**config.mk**
```make
export PLATFORM = sky130hd
export DESIGN_NAME = rtu_frame_codec_crc16
export DESIGN_NICKNAME = d
export VERILOG_FILES = /design/src/hw/rtl/rtucrc_pkg.sv /design/src/hw/rtl/rtu_frame_codec_crc16.sv
export SDC_FILE = /design/constraint.sdc
export NUM_CORES = 1
export LEC_CHECK = 0
export CAP_MARGIN = 20
export CORE_ASPECT_RATIO = 0.5
export CORE_MARGIN = 3
export CORE_UTILIZATION = 58
export DETAILED_ROUTE_END_ITERATION = 8
export DONT_BUFFER_PORTS = 1
export PLACE_DENSITY_LB_ADDON = 0.1
export SETUP_SLACK_MARGIN = 0.15
export SLEW_MARGIN = 10
export SYNTH_ARGS = -nofsm -noshare
export SYNTH_HDL_FRONTEND = slang
export SYNTH_SLANG_ARGS = --single-unit
export TNS_END_PERCENT = 100
```
**constraint.sdc**
```tcl
create_clock -name clk -period 3.6 [get_ports clk]
set_clock_uncertainty 0.2 [all_clocks]
set_input_delay 0.18 -clock clk [delete_from_list [all_inputs] [get_ports clk]]
set_output_delay 0.18 -clock clk [all_outputs]
set_load 0.02 [all_outputs]
```
**src/hw/rtl/rtucrc_pkg.sv**
```systemverilog
`default_nettype none
// ----------------------------------------------------------------------------
// rtucrc_pkg
// Shared types, constants and the CRC-16 byte update for the RTU frame codec.
// ----------------------------------------------------------------------------
package rtucrc_pkg;

  localparam int unsigned MAX_FRAME = 256;
  localparam logic [7:0]  FRAME_LIM = 8'(MAX_FRAME - 3);

  localparam logic [15:0] CRC_INIT  = 16'hFFFF;
  localparam logic [15:0] CRC_POLY  = 16'hA001;

  localparam logic [7:0]  NODE_ADDR_RST = 8'd1;
  localparam logic [7:0]  EXP_LEN_RST   = 8'd4;

  localparam logic [7:0]  BYTE_MAX   = 8'hFF;
  localparam logic [7:0]  EXC_FLAG   = 8'h80;
  localparam logic [7:0]  EXC_CODE_N = 8'd12;

  // operation codes
  localparam logic OP_SEND = 1'b0;
  localparam logic OP_RECV = 1'b1;

  // result kinds
  localparam logic [1:0] KIND_LINE    = 2'd0;
  localparam logic [1:0] KIND_PAYLOAD = 2'd1;
  localparam logic [1:0] KIND_STATUS  = 2'd2;

  // frame status codes
  localparam logic [1:0] ST_OK     = 2'd0;
  localparam logic [1:0] ST_EXC    = 2'd1;
  localparam logic [1:0] ST_SHORT  = 2'd2;
  localparam logic [1:0] ST_BADCRC = 2'd3;

  // configuration register indexes
  localparam logic CFG_NODE_ADDR = 1'b0;
  localparam logic CFG_EXP_LEN   = 1'b1;

  localparam int unsigned MAX_RES = 4;

  typedef struct packed {
    logic [1:0] kind;
    logic [7:0] data;
    logic [1:0] status;
    logic       unk;
    logic       last;
  } res_t;

  function automatic logic [15:0] crc_byte(input logic [15:0] crc, input logic [7:0] b);
    logic [15:0] c;
    c = crc ^ {8'h00, b};
    for (int i = 0; i < 8; i++) begin
      c = c[0] ? ((c >> 1) ^ CRC_POLY) : (c >> 1);
    end
    return c;
  endfunction

  function automatic res_t mk_res(input logic [1:0] kind, input logic [7:0] data,
                                  input logic [1:0] status, input logic unk);
    res_t r;
    r.kind   = kind;
    r.data   = data;
    r.status = status;
    r.unk    = unk;
    r.last   = 1'b0;
    return r;
  endfunction

endpackage
`default_nettype wire

```
**src/hw/rtl/rtu_frame_codec_crc16.sv**
```systemverilog
`default_nettype none
// ----------------------------------------------------------------------------
// rtu_frame_codec_crc16
// RTU framer / deframer with CRC-16 (preset 0xFFFF, reflected poly 0xA001).
// ----------------------------------------------------------------------------
// Input words: in_tuser selects send (0) or receive (1), in_tdata carries the
// byte, in_tlast marks the last query byte or the end of the line data.
// Each input word yields zero to four result words on the out_ channel:
// line bytes (address, query, CRC low, CRC high), payload bytes or a frame
// status. out_tlast flags the last result of one input word.
// Results are registered and appear in the cycle after the word is accepted.
// Throughput: one input word per cycle while each word gives at most one
// result and the receiver takes each result; a word giving more results holds
// the input while the single result port drains the 4-entry result buffer.
// Config writes (cfg_we) are registered; write only while idle.
// Reset: CRC to 0xFFFF, framer idle, result buffer empty, node address 1,
// expected length 4.
// Receiver stall: results wait in the buffer; the input is held off while
// more than one result is pending or the last one is not being taken.
// ----------------------------------------------------------------------------
module rtu_frame_codec_crc16 (
  input  wire logic        clk,
  input  wire logic        rst_n,
  // input channel
  input  wire logic        in_tvalid,
  output logic             in_tready,
  input  wire logic [7:0]  in_tdata,   // [7:0] data_byte
  input  wire logic        in_tuser,   // [0] operation
  input  wire logic        in_tlast,   // end_mark
  // result channel
  output logic             out_tvalid,
  input  wire logic        out_tready,
  output logic [15:0]      out_tdata,  // [7:0] out_byte, [9:8] frame_status,
                                       // [10] code_unknown, [15:11] zero
  output logic [1:0]       out_tuser,  // [1:0] kind
  output logic             out_tlast,  // run_last
  // configuration
  input  wire logic        cfg_we,
  input  wire logic        cfg_index,
  input  wire logic [7:0]  cfg_wdata
);

  localparam logic [2:0] PH_IDLE = 3'd0;
  localparam logic [2:0] PH_SEND = 3'd1;
  localparam logic [2:0] PH_FUNC = 3'd2;
  localparam logic [2:0] PH_DATA = 3'd3;
  localparam logic [2:0] PH_CRC1 = 3'd4;
  localparam logic [2:0] PH_CRC2 = 3'd5;
  localparam logic [2:0] PH_CODE = 3'd6;
  localparam logic [2:0] PH_SKIP = 3'd7;

  logic [7:0]  node_addr_r, node_addr_nxt;
  logic [7:0]  exp_len_r, exp_len_nxt;
  logic [15:0] crc_r, crc_nxt;
  logic [2:0]  phase_r, phase_nxt;
  logic [7:0]  byte_cnt_r, byte_cnt_nxt;
  logic [7:0]  first_crc_r, first_crc_nxt;
  logic [1:0]  skip_r, skip_nxt;

  rtucrc_pkg::res_t res_r   [rtucrc_pkg::MAX_RES];
  rtucrc_pkg::res_t res_nxt [rtucrc_pkg::MAX_RES];
  rtucrc_pkg::res_t res_v   [rtucrc_pkg::MAX_RES];
  logic [2:0]  res_cnt_r, res_cnt_nxt;
  logic [2:0]  n_v;

  logic        in_fire, out_fire;
  logic [7:0]  resp_lim;
  logic [15:0] crc_lo_src;

  assign out_tvalid = (res_cnt_r != 3'd0);
  assign out_fire   = out_tvalid && out_tready;
  assign in_tready  = (res_cnt_r == 3'd0) || ((res_cnt_r == 3'd1) && out_tready);
  assign in_fire    = in_tvalid && in_tready;

  assign out_tuser = res_r[0].kind;
  assign out_tlast = res_r[0].last;
  assign out_tdata = {5'b0, res_r[0].unk, res_r[0].status, res_r[0].data};

  always_comb begin
    if (exp_len_r == 8'd0) begin
      resp_lim = 8'd1;
    end else if (exp_len_r > rtucrc_pkg::FRAME_LIM) begin
      resp_lim = rtucrc_pkg::FRAME_LIM;
    end else begin
      resp_lim = exp_len_r;
    end
  end

  // per-word framing step
  always_comb begin
    crc_nxt       = crc_r;
    phase_nxt     = phase_r;
    byte_cnt_nxt  = byte_cnt_r;
    first_crc_nxt = first_crc_r;
    skip_nxt      = skip_r;
    crc_lo_src    = crc_r;
    n_v           = 3'd0;
    for (int i = 0; i < rtucrc_pkg::MAX_RES; i++) begin
      res_v[i] = rtucrc_pkg::mk_res(rtucrc_pkg::KIND_LINE, 8'h00, rtucrc_pkg::ST_OK, 1'b0);
    end

    if (in_tuser == rtucrc_pkg::OP_SEND) begin
      if (phase_r != PH_SEND) begin
        byte_cnt_nxt = 8'd0;
        skip_nxt     = 2'd0;
        res_v[0]     = rtucrc_pkg::mk_res(rtucrc_pkg::KIND_LINE, node_addr_r,
                                          rtucrc_pkg::ST_OK, 1'b0);
        n_v          = 3'd1;
        crc_lo_src   = rtucrc_pkg::crc_byte(rtucrc_pkg::CRC_INIT, node_addr_r);
      end
      res_v[n_v[1:0]] = rtucrc_pkg::mk_res(rtucrc_pkg::KIND_LINE, in_tdata,
                                           rtucrc_pkg::ST_OK, 1'b0);
      n_v     = n_v + 3'd1;
      crc_nxt = rtucrc_pkg::crc_byte(crc_lo_src, in_tdata);
      if (byte_cnt_nxt < rtucrc_pkg::BYTE_MAX) begin
        byte_cnt_nxt = byte_cnt_nxt + 8'd1;
      end
      if (in_tlast || (byte_cnt_nxt >= rtucrc_pkg::FRAME_LIM)) begin
        res_v[n_v[1:0]] = rtucrc_pkg::mk_res(rtucrc_pkg::KIND_LINE, crc_nxt[7:0],
                                             rtucrc_pkg::ST_OK, 1'b0);
        n_v = n_v + 3'd1;
        res_v[n_v[1:0]] = rtucrc_pkg::mk_res(rtucrc_pkg::KIND_LINE, crc_nxt[15:8],
                                             rtucrc_pkg::ST_OK, 1'b0);
        n_v = n_v + 3'd1;
        phase_nxt = PH_IDLE;
      end else begin
        phase_nxt = PH_SEND;
      end
    end else if (in_tlast) begin
      if (phase_r == PH_SKIP) begin
        skip_nxt = 2'd0;
      end else begin
        res_v[0] = rtucrc_pkg::mk_res(rtucrc_pkg::KIND_STATUS, 8'h00,
                                      rtucrc_pkg::ST_SHORT, 1'b0);
        n_v = 3'd1;
      end
      phase_nxt = PH_IDLE;
    end else begin
      case (phase_r)
        PH_FUNC: begin
          crc_nxt = rtucrc_pkg::crc_byte(crc_r, in_tdata);
          if ((in_tdata & rtucrc_pkg::EXC_FLAG) != 8'h00) begin
            phase_nxt = PH_CODE;
          end else begin
            res_v[0] = rtucrc_pkg::mk_res(rtucrc_pkg::KIND_PAYLOAD, in_tdata,
                                          rtucrc_pkg::ST_OK, 1'b0);
            n_v          = 3'd1;
            byte_cnt_nxt = 8'd1;
            phase_nxt    = (resp_lim <= 8'd1) ? PH_CRC1 : PH_DATA;
          end
        end
        PH_DATA: begin
          crc_nxt  = rtucrc_pkg::crc_byte(crc_r, in_tdata);
          res_v[0] = rtucrc_pkg::mk_res(rtucrc_pkg::KIND_PAYLOAD, in_tdata,
                                        rtucrc_pkg::ST_OK, 1'b0);
          n_v = 3'd1;
          if (byte_cnt_r < rtucrc_pkg::BYTE_MAX) begin
            byte_cnt_nxt = byte_cnt_r + 8'd1;
          end
          if (byte_cnt_nxt >= resp_lim) begin
            phase_nxt = PH_CRC1;
          end
        end
        PH_CRC1: begin
          first_crc_nxt = in_tdata;
          phase_nxt     = PH_CRC2;
        end
        PH_CRC2: begin
          res_v[0] = rtucrc_pkg::mk_res(rtucrc_pkg::KIND_STATUS, 8'h00,
                       ((first_crc_r != crc_r[7:0]) || (in_tdata != crc_r[15:8])) ?
                       rtucrc_pkg::ST_BADCRC : rtucrc_pkg::ST_OK, 1'b0);
          n_v       = 3'd1;
          phase_nxt = PH_IDLE;
        end
        PH_CODE: begin
          res_v[0] = rtucrc_pkg::mk_res(rtucrc_pkg::KIND_STATUS, in_tdata,
                       rtucrc_pkg::ST_EXC,
                       (in_tdata == 8'h00) || (in_tdata >= rtucrc_pkg::EXC_CODE_N));
          n_v       = 3'd1;
          skip_nxt  = 2'd2;
          phase_nxt = PH_SKIP;
        end
        PH_SKIP: begin
          if (skip_r != 2'd0) begin
            skip_nxt = skip_r - 2'd1;
          end
          if (skip_nxt == 2'd0) begin
            phase_nxt = PH_IDLE;
          end
        end
        default: begin
          crc_nxt      = rtucrc_pkg::crc_byte(rtucrc_pkg::CRC_INIT, in_tdata);
          byte_cnt_nxt = 8'd0;
          skip_nxt     = 2'd0;
          phase_nxt    = PH_FUNC;
        end
      endcase
    end

    if (n_v != 3'd0) begin
      res_v[n_v[1:0] - 2'd1].last = 1'b1;
    end
  end

  // result buffer: load on accept, shift on drain
  always_comb begin
    res_cnt_nxt = res_cnt_r;
    for (int i = 0; i < rtucrc_pkg::MAX_RES; i++) begin
      res_nxt[i] = res_r[i];
    end
    if (in_fire) begin
      for (int i = 0; i < rtucrc_pkg::MAX_RES; i++) begin
        res_nxt[i] = res_v[i];
      end
      res_cnt_nxt = n_v;
    end else if (out_fire) begin
      for (int i = 0; i < rtucrc_pkg::MAX_RES - 1; i++) begin
        res_nxt[i] = res_r[i + 1];
      end
      res_cnt_nxt = res_cnt_r - 3'd1;
    end
  end

  always_comb begin
    node_addr_nxt = node_addr_r;
    exp_len_nxt   = exp_len_r;
    if (cfg_we) begin
      case (cfg_index)
        rtucrc_pkg::CFG_NODE_ADDR: node_addr_nxt = cfg_wdata;
        rtucrc_pkg::CFG_EXP_LEN:   exp_len_nxt   = cfg_wdata;
        default: ;
      endcase
    end
  end

  always_ff @(posedge clk) begin
    if (!rst_n) begin
      node_addr_r <= rtucrc_pkg::NODE_ADDR_RST;
      exp_len_r   <= rtucrc_pkg::EXP_LEN_RST;
      crc_r       <= rtucrc_pkg::CRC_INIT;
      phase_r     <= PH_IDLE;
      byte_cnt_r  <= 8'd0;
      first_crc_r <= 8'd0;
      skip_r      <= 2'd0;
      res_cnt_r   <= 3'd0;
    end else begin
      node_addr_r <= node_addr_nxt;
      exp_len_r   <= exp_len_nxt;
      res_cnt_r   <= res_cnt_nxt;
      if (in_fire) begin
        crc_r       <= crc_nxt;
        phase_r     <= phase_nxt;
        byte_cnt_r  <= byte_cnt_nxt;
        first_crc_r <= first_crc_nxt;
        skip_r      <= skip_nxt;
      end
    end
  end

  always_ff @(posedge clk) begin
    for (int i = 0; i < rtucrc_pkg::MAX_RES; i++) begin
      res_r[i] <= res_nxt[i];
    end
  end

  // checks
  a_last_on_final: assert property (@(posedge clk) disable iff (!rst_n)
    (out_tvalid && (res_cnt_r == 3'd1)) |-> out_tlast)
    else $error("final pending result not marked last");

  a_send_end_idle: assert property (@(posedge clk) disable iff (!rst_n)
    (in_fire && (in_tuser == rtucrc_pkg::OP_SEND) && in_tlast) |=> (phase_r == PH_IDLE))
    else $error("framer not idle after last query byte");

  a_status_only: assert property (@(posedge clk) disable iff (!rst_n)
    (out_tvalid && (out_tuser != rtucrc_pkg::KIND_STATUS)) |->
      (out_tdata[10:8] == 3'd0))
    else $error("status bits set on a non-status result");

endmodule
`default_nettype wire

```
==> results of run 1 <==
==> stage by stage <==
step | worst slack [ps] | power, mW | hold WS (ps) | std cells | utilization
final | 294 | 4.90 | 12.7 | 949 | 0.692
after global routing | 138 | 5.21 | 33.5 | 949 | 0.692
after CTS | 157 | 4.87 | 0.613 | 947 | 0.688
after detailed placement | 159 | 3.86 | 61.2 | 901 | 0.631
after global placement | 191 | 3.81 | 51.3 | 901 | 0.631
after floorplan | 191 | 3.41 | 104 | 796 | -
==> report_power, final <==
group          internal [mW]  total, mW  switching [mW]
sequential              1.57       1.87           0.297
combinational          0.859       2.07            1.21
clock                  0.542      0.961           0.419
==> worst max path at each step <==
| stage | depth (start not counted) | to |
|---|---|---|
| after floorplan | 15 | res_r[2][0] |
| after global placement | 14 | phase_r[2] |
| after detailed placement | 14 | phase_r[2] |
| after CTS | 14 | phase_r[2] |
| after global routing | 14 | phase_r[2] |
| final | 14 | phase_r[2] |
==> logic make-up (layout without fill, tap and decap cells) <==
kind of cell	after synthesis	in the layout	share of synthesized area
DFF	97	97	0.360
muxes	12	12	0.0203
adders and majority gates	21	21	0.0402
and+or+nand+nor	272	272	0.178
AOI/OAI and AO/OA	198	198	0.185
xor gates and xnor gates	95	95	0.152
buffers and inverters	96	109	0.0645
other	1	5	0.000574
==> synthesized netlist by cell type (all sizes together) (3+ instances only) <==
| library cell | n | area [um2] |
|---|---|---|
| nor2b | 4 | 25.0 |
| xnor2 | 68 | 648 |
| ha | 21 | 263 |
| a31oi | 11 | 68.8 |
| a221oi | 9 | 78.8 |
| a22oi | 5 | 37.5 |
| a21oi | 69 | 345 |
| nor4 | 3 | 18.8 |
| dfxtp | 56 | 1120 |
| edfxtp | 41 | 1230 |
| o22ai | 7 | 43.8 |
| nand2b | 10 | 62.6 |
| o221ai | 3 | 26.3 |
| o21ai | 50 | 250 |
| nand4 | 11 | 68.8 |
| inv | 28 | 105 |
| xnor3 | 6 | 136 |
| and3 | 5 | 31.3 |
| o211ai | 17 | 128 |
| or3 | 4 | 25.0 |
| a21o | 5 | 37.5 |
| nand2 | 112 | 420 |
| buf | 26 | 159 |
| nor2 | 93 | 349 |
| xor2 | 21 | 206 |
| a211oi | 5 | 37.5 |
| clkbuf | 41 | 154 |
| nand3 | 19 | 95.1 |
| nor3 | 5 | 25.0 |
| mux2i | 12 | 133 |
==> sequential cells by signal, summed over array words and instances (netlist names) <==
register	flops
res_r	41
crc_r	16
byte_cnt_r	8
exp_len_r	8
first_crc_r	8
node_addr_r	8
phase_r	3
res_cnt_r	3
skip_r	2
==> tightest hold or removal path, stage by stage <==
cell	delay, ps
sky130_fd_sc_hd__nand2b_1	160
sky130_fd_sc_hd__nand2_1	120
sky130_fd_sc_hd__a21oi_1	50
==> layer usage <==
layer	up-vias	GRT usage
li1	2762	-
met1	2779	0.419
met2	295	0.475
met3	30	0.0947
met4	0	0.0672
met5	-	0
==> timing repair <==
action                                 in CTS  in global routing
setup buffers                               0                  1
resized for setup                           0                  4
endpoints found under the hold margin      54                  0
setup endpoints to repair                   0                 20
hold buffers                               30                  0
==> area by class of cell <==
type                       count  share of cell area
clock buffer                  10              0.0313
inverter                      29              0.0149
multi-input combinational    603               0.520
timing repair buffer          64              0.0786
sequential                    97               0.321
clock inverter                 6             0.00940
tap                          140              0.0239
==> results.sh, run 1 <==
export IMPL_antenna_found_initial=0
export IMPL_area_growth_pct=12.0
export IMPL_r2r_setup_slack_ps=290
export IMPL_report_final_setup_viol=0
export IMPL_postRouteWirelength_um=18900
export IMPL_final_seq_area_um2=2350
export IMPL_critical_path_endpoint_type="register"
export IMPL_maxSlewViolCount=0
export IMPL_worstHoldPathCells=3
export IMPL_status="completed"
export IMPL_number_of_register_bits_inferred_by_synthesis=97
export IMPL_tritoncts="done"
export IMPL_die_area_um2=12700
export IMPL_multi_input_area_um2=3810
export IMPL_route_detailed_drc=0
export IMPL_met2_wirelength_um=8340
export IMPL_clk_path_buf_depth=2
export IMPL_asyncSetResetFlopFracSynth=0
export IMPL_timing_critical_path_cells="and4_1 > and3_1 > nand2_1 > mux2i_2 > inv_1 > ha_1 > a21o_1 > a21o_1 > a21o_1 > a21o_1 > a21oi_2 > o211ai_1 > a31oi_1 > nor3_1"
export IMPL_die_y_um=81.1
export IMPL_critical_path_slowest_cell="sky130_fd_sc_hd__dfxtp_1"
export IMPL_cell_family_with_most_cp_delay="compound AO/OA/AOI/OAI gates"
export IMPL_final_min_period_over_clock_period=0.918
export IMPL_syn_area_um2=6540
export IMPL_clock_tree_root_cell="sky130_fd_sc_hd__clkbuf_16"
export IMPL_worstHoldPathType="input pin to register"
export IMPL_portBuffers=0
export IMPL_fill_cells=859
export IMPL_wl_met3_um=2070
export IMPL_cp_slowest_stage_delay_ps=420
export IMPL_netlist_instances=792
export IMPL_fin_setup_tns_ps=0
export IMPL_h_tree_depth=3
export IMPL_maxCapViolCount=0
export IMPL_dpl_instance_area_um2=6680
export IMPL_irDropWorstVdd_v=0.000321
export IMPL_min_from="cfg_we"
export IMPL_initial_utilization=0.618
export IMPL_syn_avg_cell_area_um2=8.25
export IMPL_criticalPathCategory="register to register"
export IMPL_routedLengthMet1_um=8240
export IMPL_path_max_fanout=5
export IMPL_gr_usage_all_layers=0.304
export IMPL_ys_flop_type="sky130_fd_sc_hd__dfxtp_1"
export IMPL_die_width_um=156
export IMPL_final_cell_mix="112 x sky130_fd_sc_hd__nand2_1, 92 x sky130_fd_sc_hd__nor2_1, 68 x sky130_fd_sc_hd__a21oi_1"
export IMPL_total_leakage_power_nw=2.86
export IMPL_finalCriticalPeriod_ps=3310
export IMPL_synth_cell_type_count=60
export IMPL_min_delay_worst_endpoint="node_addr_r[2]"
export IMPL_routed_wire_length_per_instance_um=19.9
export IMPL_worst_endpoint_required_ps=3630
export IMPL_r2r_end="phase_r[2]"
export IMPL_power_per_cell_area_nw_per_um2=669
export IMPL_drt_pass_1_iters=5
export IMPL_worstPathBufferInverterCount=1
export IMPL_start_kind="register"
export IMPL_top_layer_used="met4"
export IMPL_grt_pass1_vias=5240
export IMPL_cts_inserted_buffers=9
export IMPL_detailed_route_iter0_violations=775
export IMPL_layout_drive_gt1_share=0.0803
export IMPL_synth_enable_flop_cells=41
export IMPL_post_drt_via_cell_ratio=6.18
export IMPL_place_gp_congestion=1.02
export IMPL_largest_net_degree_at_the_start_of_global_routing=36
export IMPL_floorplan_rows=26
export IMPL_boundaryPins=45
export IMPL_rsz0062_at_grt="false"
export IMPL_synth_warnings=0
export IMPL_route_vias_total=5866
export IMPL_core_region_area_um2=10600
export IMPL_mostFrequentLayoutCell="sky130_fd_sc_hd__nand2_1"
export IMPL_max_slew_worst_pin_slew_ps=1110
export IMPL_worst_r2r_startpoint="byte_cnt_r[5]"
export IMPL_nets=849
export IMPL_clock_latency_ps=340
export IMPL_tritoncts_num_sinks=97
export IMPL_max_freq_mhz=302
export IMPL_ant_nets=0
export IMPL_worst_max_slew_margin_expressed_relative_to_the_limit=0.260
export IMPL_antenna_cells=0
export IMPL_setup_worst_path_start="byte_cnt_r[5]"
export IMPL_detailed_place_hpwl_um=13300
export IMPL_synth_yosys_seq_area_share=0.360
export IMPL_worst_path_most_repeated_cell="sky130_fd_sc_hd__a21o_1"
export IMPL_grt_pass1_wl_um=29300
export IMPL_finalHoldViolCount=0
export IMPL_cts_reportedPaths_clkPinSlew_ps=70
export IMPL_crit_arrival_ps=3340
export IMPL_grt_overflow_total=0
export IMPL_final_cell_area_um2=7320
export IMPL_reg2regPathDepth=14
Note: power is estimated with default switching activity, not from simulation.
==> inputs of run 2 (changes only) <==
CORE_UTILIZATION = 62   (was 58)
clock period = 4.1 ns   (was 3.6 ns; I/O delays follow)
==> run 2 against run 1 <==
- routed wire length is 0.15% higher
- via count is 0.84% lower
- worst setup slack better by 190 ps
- cell count is 3.5% lower
- worst hold slack worse by 9.9 ps
- sequential power is 10% lower
- fmax is 8.7% lower
- critical endpoint unchanged
- largest cell class unchanged
==> results.sh, run 2 (same netlist as run 1, synthesis figures left out) <==
export IMPL_critical_path_endpoint_type="register"
export IMPL_mostFrequentLayoutCell="sky130_fd_sc_hd__nand2_1"
export IMPL_max_freq_mhz=276
export IMPL_route_vias_total=5817
export IMPL_layout_drive_gt1_share=0.0525
export IMPL_report_final_setup_viol=0
export IMPL_route_detailed_drc=0
export IMPL_postRouteWirelength_um=18900
export IMPL_power_per_cell_area_nw_per_um2=610
export IMPL_power_net_switching_mw=1.72
export IMPL_worst_max_slew_margin_expressed_relative_to_the_limit=0.229
export IMPL_r2r_setup_slack_ps=480
export IMPL_setup_worst_path_start="byte_cnt_r[2]"
export IMPL_antenna_cells=0
export IMPL_detailed_route_iter0_violations=739
export IMPL_ant_nets=0
export IMPL_gr_usage_all_layers=0.328
export IMPL_finalCriticalPeriod_ps=3620
export IMPL_clock_latency_ps=350
export IMPL_max_slew_worst_pin_slew_ps=1140
export IMPL_drt_pass_1_iters=5
export IMPL_path_max_fanout=9
export IMPL_core_region_area_um2=9850
export IMPL_die_y_um=78.6
export IMPL_initial_utilization=0.663
export IMPL_criticalPathCategory="register to register"
export IMPL_power_frac_comb=0.414
export IMPL_fin_setup_tns_ps=0
export IMPL_tritoncts_num_sinks=97
export IMPL_largest_net_degree_at_the_start_of_global_routing=39
export IMPL_largest_registers="res_r x41, crc_r x16"
export IMPL_cell_internal_pwr_mw=2.58
export IMPL_post_cts_resized_instances=0
export IMPL_status="completed"
export IMPL_maxSlewViolCount=0
export IMPL_power_switching_fraction=0.400
export IMPL_boundaryPins=45
export IMPL_reg2regPathDepth=14
export IMPL_worst_endpoint_required_ps=4120
export IMPL_worstHoldPathType="input pin to register"
export IMPL_area_growth_pct=7.93
export IMPL_antenna_found_initial=1
export IMPL_die_area_um2=11900
export IMPL_clock_tree_root_cell="sky130_fd_sc_hd__clkbuf_16"
export IMPL_cts_inserted_buffers=9
export IMPL_fill_cells=783
export IMPL_nets=821
export IMPL_start_kind="register"
export IMPL_portBuffers=0
export IMPL_tritoncts="done"
export IMPL_largest_register_ff_count=41
export IMPL_irDropWorstVdd_v=0.000269
export IMPL_finalHoldViolCount=0
export IMPL_final_cell_mix="112 x sky130_fd_sc_hd__nand2_1, 93 x sky130_fd_sc_hd__nor2_1, 69 x sky130_fd_sc_hd__a21oi_1"
export IMPL_detailed_place_hpwl_um=13400
export IMPL_finalCoreUtilization=0.716
export IMPL_r2r_end="phase_r[2]"
export IMPL_grt_overflow_total=0
export IMPL_critical_path_endpoint="phase_r[2]"
export IMPL_cts_reportedPaths_clkPinSlew_ps=70
export IMPL_floorplan_rows=25
export IMPL_die_width_um=151
export IMPL_routed_wire_length_per_instance_um=20.7
export IMPL_post_drt_via_cell_ratio=6.35
export IMPL_h_tree_depth=3
export IMPL_cts_post_setup_buffers_inserted=0
export IMPL_grt_pass1_wl_um=29800
export IMPL_grt_pass1_vias=5530
export IMPL_register_ranked_first_by_flip_flop_count="res_r"
export IMPL_power_share_sequential=0.390
export IMPL_rsz0062_at_grt="false"
export IMPL_worst_r2r_startpoint="byte_cnt_r[2]"
export IMPL_final_min_period_over_clock_period=0.883
export IMPL_design_power_total_mw=4.30
export IMPL_maxCapViolCount=0
export IMPL_place_gp_congestion=1.04
export IMPL_total_leakage_power_nw=2.74
export IMPL_crit_arrival_ps=3640
export IMPL_clock_power_share=0.197
export IMPL_clk_path_buf_depth=2
run 2: power by group through the flow:
stage / registers [mW] / clock network [mW] / logic, mW
CTS: 1.67 / 0.849 / 1.75
detailed placement: 1.69 / 0 / 1.71
global route: 1.70 / 0.889 / 1.95
global placement: 1.68 / 0 / 1.62
floorplan: 1.58 / 0 / 1.41
finish: 1.68 / 0.846 / 1.78
run 2: timing repair:
action | 4_1_cts | 5_1_grt
endpoints found under the hold margin | 52 | 0
endpoints found under the setup margin | 0 | 0
hold buffers | 22 | 0
run 2: stage by stage:
step	instances	setup slack (ps)	hold slack, ps	cell area (um2)
global route	916	206	20.8	7050
CTS	916	515	5.33	7050
detailed placement	878	526	79.2	6540
global placement	877	628	75.8	6510
floorplan	796	366	129	6550
finish	916	480	2.80	7050
run 2: how the worst min path moves through the flow:
stage / start / end / slack [ps] / depth (start not counted)
after global placement: rst_n / crc_r[11] / 80 / 1
after CTS: in_tuser / byte_cnt_r[0] / 5 / 3
final: in_tdata[5] / res_r[0][9] / 3 / 2
after floorplan: cfg_wdata[0] / node_addr_r[0] / 130 / 2
after global routing: in_tuser / crc_r[15] / 20 / 3
after detailed placement: rst_n / crc_r[11] / 80 / 1
run 2: routing by layer:
| layer | up-vias | part of all wire | GRT usage | wire length [um] |
|---|---|---|---|---|
| met1 | 2725 | 0.41 | 0.442 | 7780 |
| met3 | 65 | 0.12 | 0.100 | 2360 |
| met5 | - | 0.00069 | 0 | 13 |
| li1 | 2692 | - | - | - |
| met2 | 333 | 0.43 | 0.504 | 8170 |
| met4 | 2 | 0.032 | 0.109 | 605 |
run 2: final cells by class:
class,count,area [um2],area share
clock buffers,10,229,0.0325
clock inverters,6,67.6,0.00958
inverters,29,109,0.0154
multi-input cells,603,3780,0.536
flip-flops and latches,97,2350,0.333
well taps,135,169,0.0239
repair buffers,36,345,0.0490
run 2: critical path, cell delays in order (launching register included):
cell and delay, ps:
sky130_fd_sc_hd__dfxtp_1 480, sky130_fd_sc_hd__and4_1 380, sky130_fd_sc_hd__and3_1 270, sky130_fd_sc_hd__nand2_1 220, sky130_fd_sc_hd__xnor2_1 190, sky130_fd_sc_hd__ha_1 290, sky130_fd_sc_hd__nand2b_1 140, sky130_fd_sc_hd__a21o_1 170
sky130_fd_sc_hd__a21o_1 160, sky130_fd_sc_hd__a21o_1 160, sky130_fd_sc_hd__a21o_1 170, sky130_fd_sc_hd__a21oi_1 220, sky130_fd_sc_hd__o211ai_1 180, sky130_fd_sc_hd__a31oi_1 200, sky130_fd_sc_hd__nor3_1 70
==> inputs of run 3 (changes only) <==
BUFFER_PORTS_ARGS = -buffer_cell sky130_fd_sc_hd__buf_2   (was unset)
DONT_BUFFER_PORTS = unset   (was 1)
==> run 3 against run 2 <==
- global-route usage decreased by 1.6 points
- fmax increased by 1.5%
- via count increased by 0.43%
- die area unchanged
- non-clock buffer count increased by 26
- sequential cell count unchanged
- routed wire length decreased by 5.0%
- sequential share of layout area decreased by 0.26 points
- cell count increased by 2.8%
- highest routed layer unchanged
==> results.sh, run 3 (same netlist as run 1, synthesis figures left out) <==
export IMPL_status="completed"
export IMPL_fin_setup_tns_ps=0
export IMPL_route_vias_total=5842
export IMPL_clock_latency_ps=350
export IMPL_worst_max_slew_margin_expressed_relative_to_the_limit=0.235
export IMPL_fill_cells=796
export IMPL_gr_usage_all_layers=0.312
export IMPL_report_final_setup_viol=0
export IMPL_final_cell_area_um2=7110
export IMPL_cts_post_setup_buffers_inserted=0
export IMPL_power_per_cell_area_nw_per_um2=605
export IMPL_critical_path_endpoint_type="register"
export IMPL_die_area_um2=11900
export IMPL_criticalPathCategory="register to register"
export IMPL_detailed_route_iter0_violations=632
export IMPL_cts_reportedPaths_clkPinSlew_ps=70
export IMPL_routed_wire_length_per_instance_um=19.1
export IMPL_place_gp_congestion=0.989
export IMPL_largest_net_degree_at_the_start_of_global_routing=32
export IMPL_h_tree_depth=3
export IMPL_route_detailed_drc=0
export IMPL_post_drt_via_cell_ratio=6.20
export IMPL_portBuffers=39
export IMPL_ant_nets=0
export IMPL_antenna_cells=0
export IMPL_tritoncts="done"
export IMPL_worstHoldPathCells=3
export IMPL_tritoncts_num_sinks=97
export IMPL_clock_tree_root_cell="sky130_fd_sc_hd__clkbuf_16"
export IMPL_rsz0062_at_grt="false"
export IMPL_die_y_um=78.6
export IMPL_max_freq_mhz=280
export IMPL_finalHoldViolCount=0
export IMPL_grt_pass1_wl_um=28700
export IMPL_worstHoldPathType="input pin to register"
export IMPL_max_slew_worst_pin_slew_ps=1150
export IMPL_register_ranked_first_by_flip_flop_count="res_r"
export IMPL_final_min_period_over_clock_period=0.870
export IMPL_antenna_found_initial=3
export IMPL_holdBufCountCts=8
export IMPL_boundaryPins=45
export IMPL_maxCapViolCount=0
export IMPL_final_cell_mix="112 x sky130_fd_sc_hd__nand2_1, 93 x sky130_fd_sc_hd__nor2_1, 69 x sky130_fd_sc_hd__a21oi_1"
export IMPL_core_region_area_um2=9850
export IMPL_nets=847
export IMPL_floorplan_rows=25
export IMPL_largest_register_ff_count=41
export IMPL_reg2regPathDepth=14
export IMPL_grt_pass1_vias=5304
export IMPL_clk_path_buf_depth=2
export IMPL_largest_registers="res_r x41, crc_r x16"
export IMPL_dpl_instance_area_um2=6740
export IMPL_area_growth_pct=8.77
export IMPL_drt_pass_1_iters=6
export IMPL_die_width_um=151
export IMPL_detailed_place_hpwl_um=13300
export IMPL_mostFrequentLayoutCell="sky130_fd_sc_hd__nand2_1"
export IMPL_initial_utilization=0.663
export IMPL_path_max_fanout=9
export IMPL_start_kind="register"
export IMPL_postRouteWirelength_um=18000
export IMPL_fin_worst_hold_slack_ps=11.2
export IMPL_crit_arrival_ps=3590
export IMPL_layout_drive_gt1_share=0.102
export IMPL_cts_inserted_buffers=9
export IMPL_maxSlewViolCount=0
export IMPL_grt_overflow_total=0
export IMPL_total_leakage_power_nw=2.85
export IMPL_post_cts_resized_instances=0
export IMPL_irDropWorstVdd_v=0.000267
export IMPL_finalCriticalPeriod_ps=3570
export IMPL_worst_endpoint_required_ps=4120
==> run 3: through the flow <==
stage                     total power [mW]  worst slack (ps)   util  cells
after floorplan                       2.99               366      -    796
after global placement                3.38               645  0.681    917
after detailed placement              3.46               589  0.684    918
after CTS                             4.28               563  0.722    942
after global routing                  4.56               209  0.722    942
final                                 4.30               533  0.722    942
==> run 3: area by class of cell <==
| type | count | area, um2 | share of cell area |
|---|---|---|---|
| Clock inverter | 7 | 63.8 | 0.00898 |
| Clock buffer | 9 | 225 | 0.0317 |
| Inverter | 29 | 109 | 0.0153 |
| Multi-Input combinational cell | 603 | 3780 | 0.532 |
| Sequential cell | 97 | 2350 | 0.331 |
| Tap cell | 135 | 169 | 0.0238 |
| Timing Repair Buffer | 62 | 408 | 0.0574 |
==> run 3: critical path: stages, from the launching register on <==
cell	delay (ps)
sky130_fd_sc_hd__dfxtp_1	480
sky130_fd_sc_hd__and4_1	360
sky130_fd_sc_hd__and3_1	260
sky130_fd_sc_hd__nand2_1	230
sky130_fd_sc_hd__xnor2_1	200
sky130_fd_sc_hd__ha_1	290
sky130_fd_sc_hd__nand2b_1	140
sky130_fd_sc_hd__a21o_1	180
sky130_fd_sc_hd__a21o_1	170
sky130_fd_sc_hd__a21o_1	160
sky130_fd_sc_hd__a21o_1	170
sky130_fd_sc_hd__a21oi_1	210
sky130_fd_sc_hd__o211ai_1	150
sky130_fd_sc_hd__a31oi_1	190
sky130_fd_sc_hd__nor3_1	60
==> run 3: path summary, 6_finish.rpt <==
check	start	endpoint	slack, ps
worst min register to register	skip_r[0]	skip_r[0]	270
worst max-delay path	byte_cnt_r[2]	phase_r[2]	530
worst max register to register	byte_cnt_r[2]	phase_r[2]	530
worst min-delay path	cfg_we	exp_len_r[0]	10
==> run 3: power by group <==
part	switching, mW	leakage (nW)	internal, mW
registers	0.199	0.867	1.37
logic	1.14	1.85	0.774
clock network	0.391	0.139	0.422
==> run 3: routing by layer <==
| metal | part of all wire | track usage |
|---|---|---|
| met3 | 0.11 | 0.0854 |
| met4 | 0.030 | 0.0995 |
| met2 | 0.43 | 0.475 |
| met1 | 0.43 | 0.431 |
| met5 | 0.0021 | 0 |
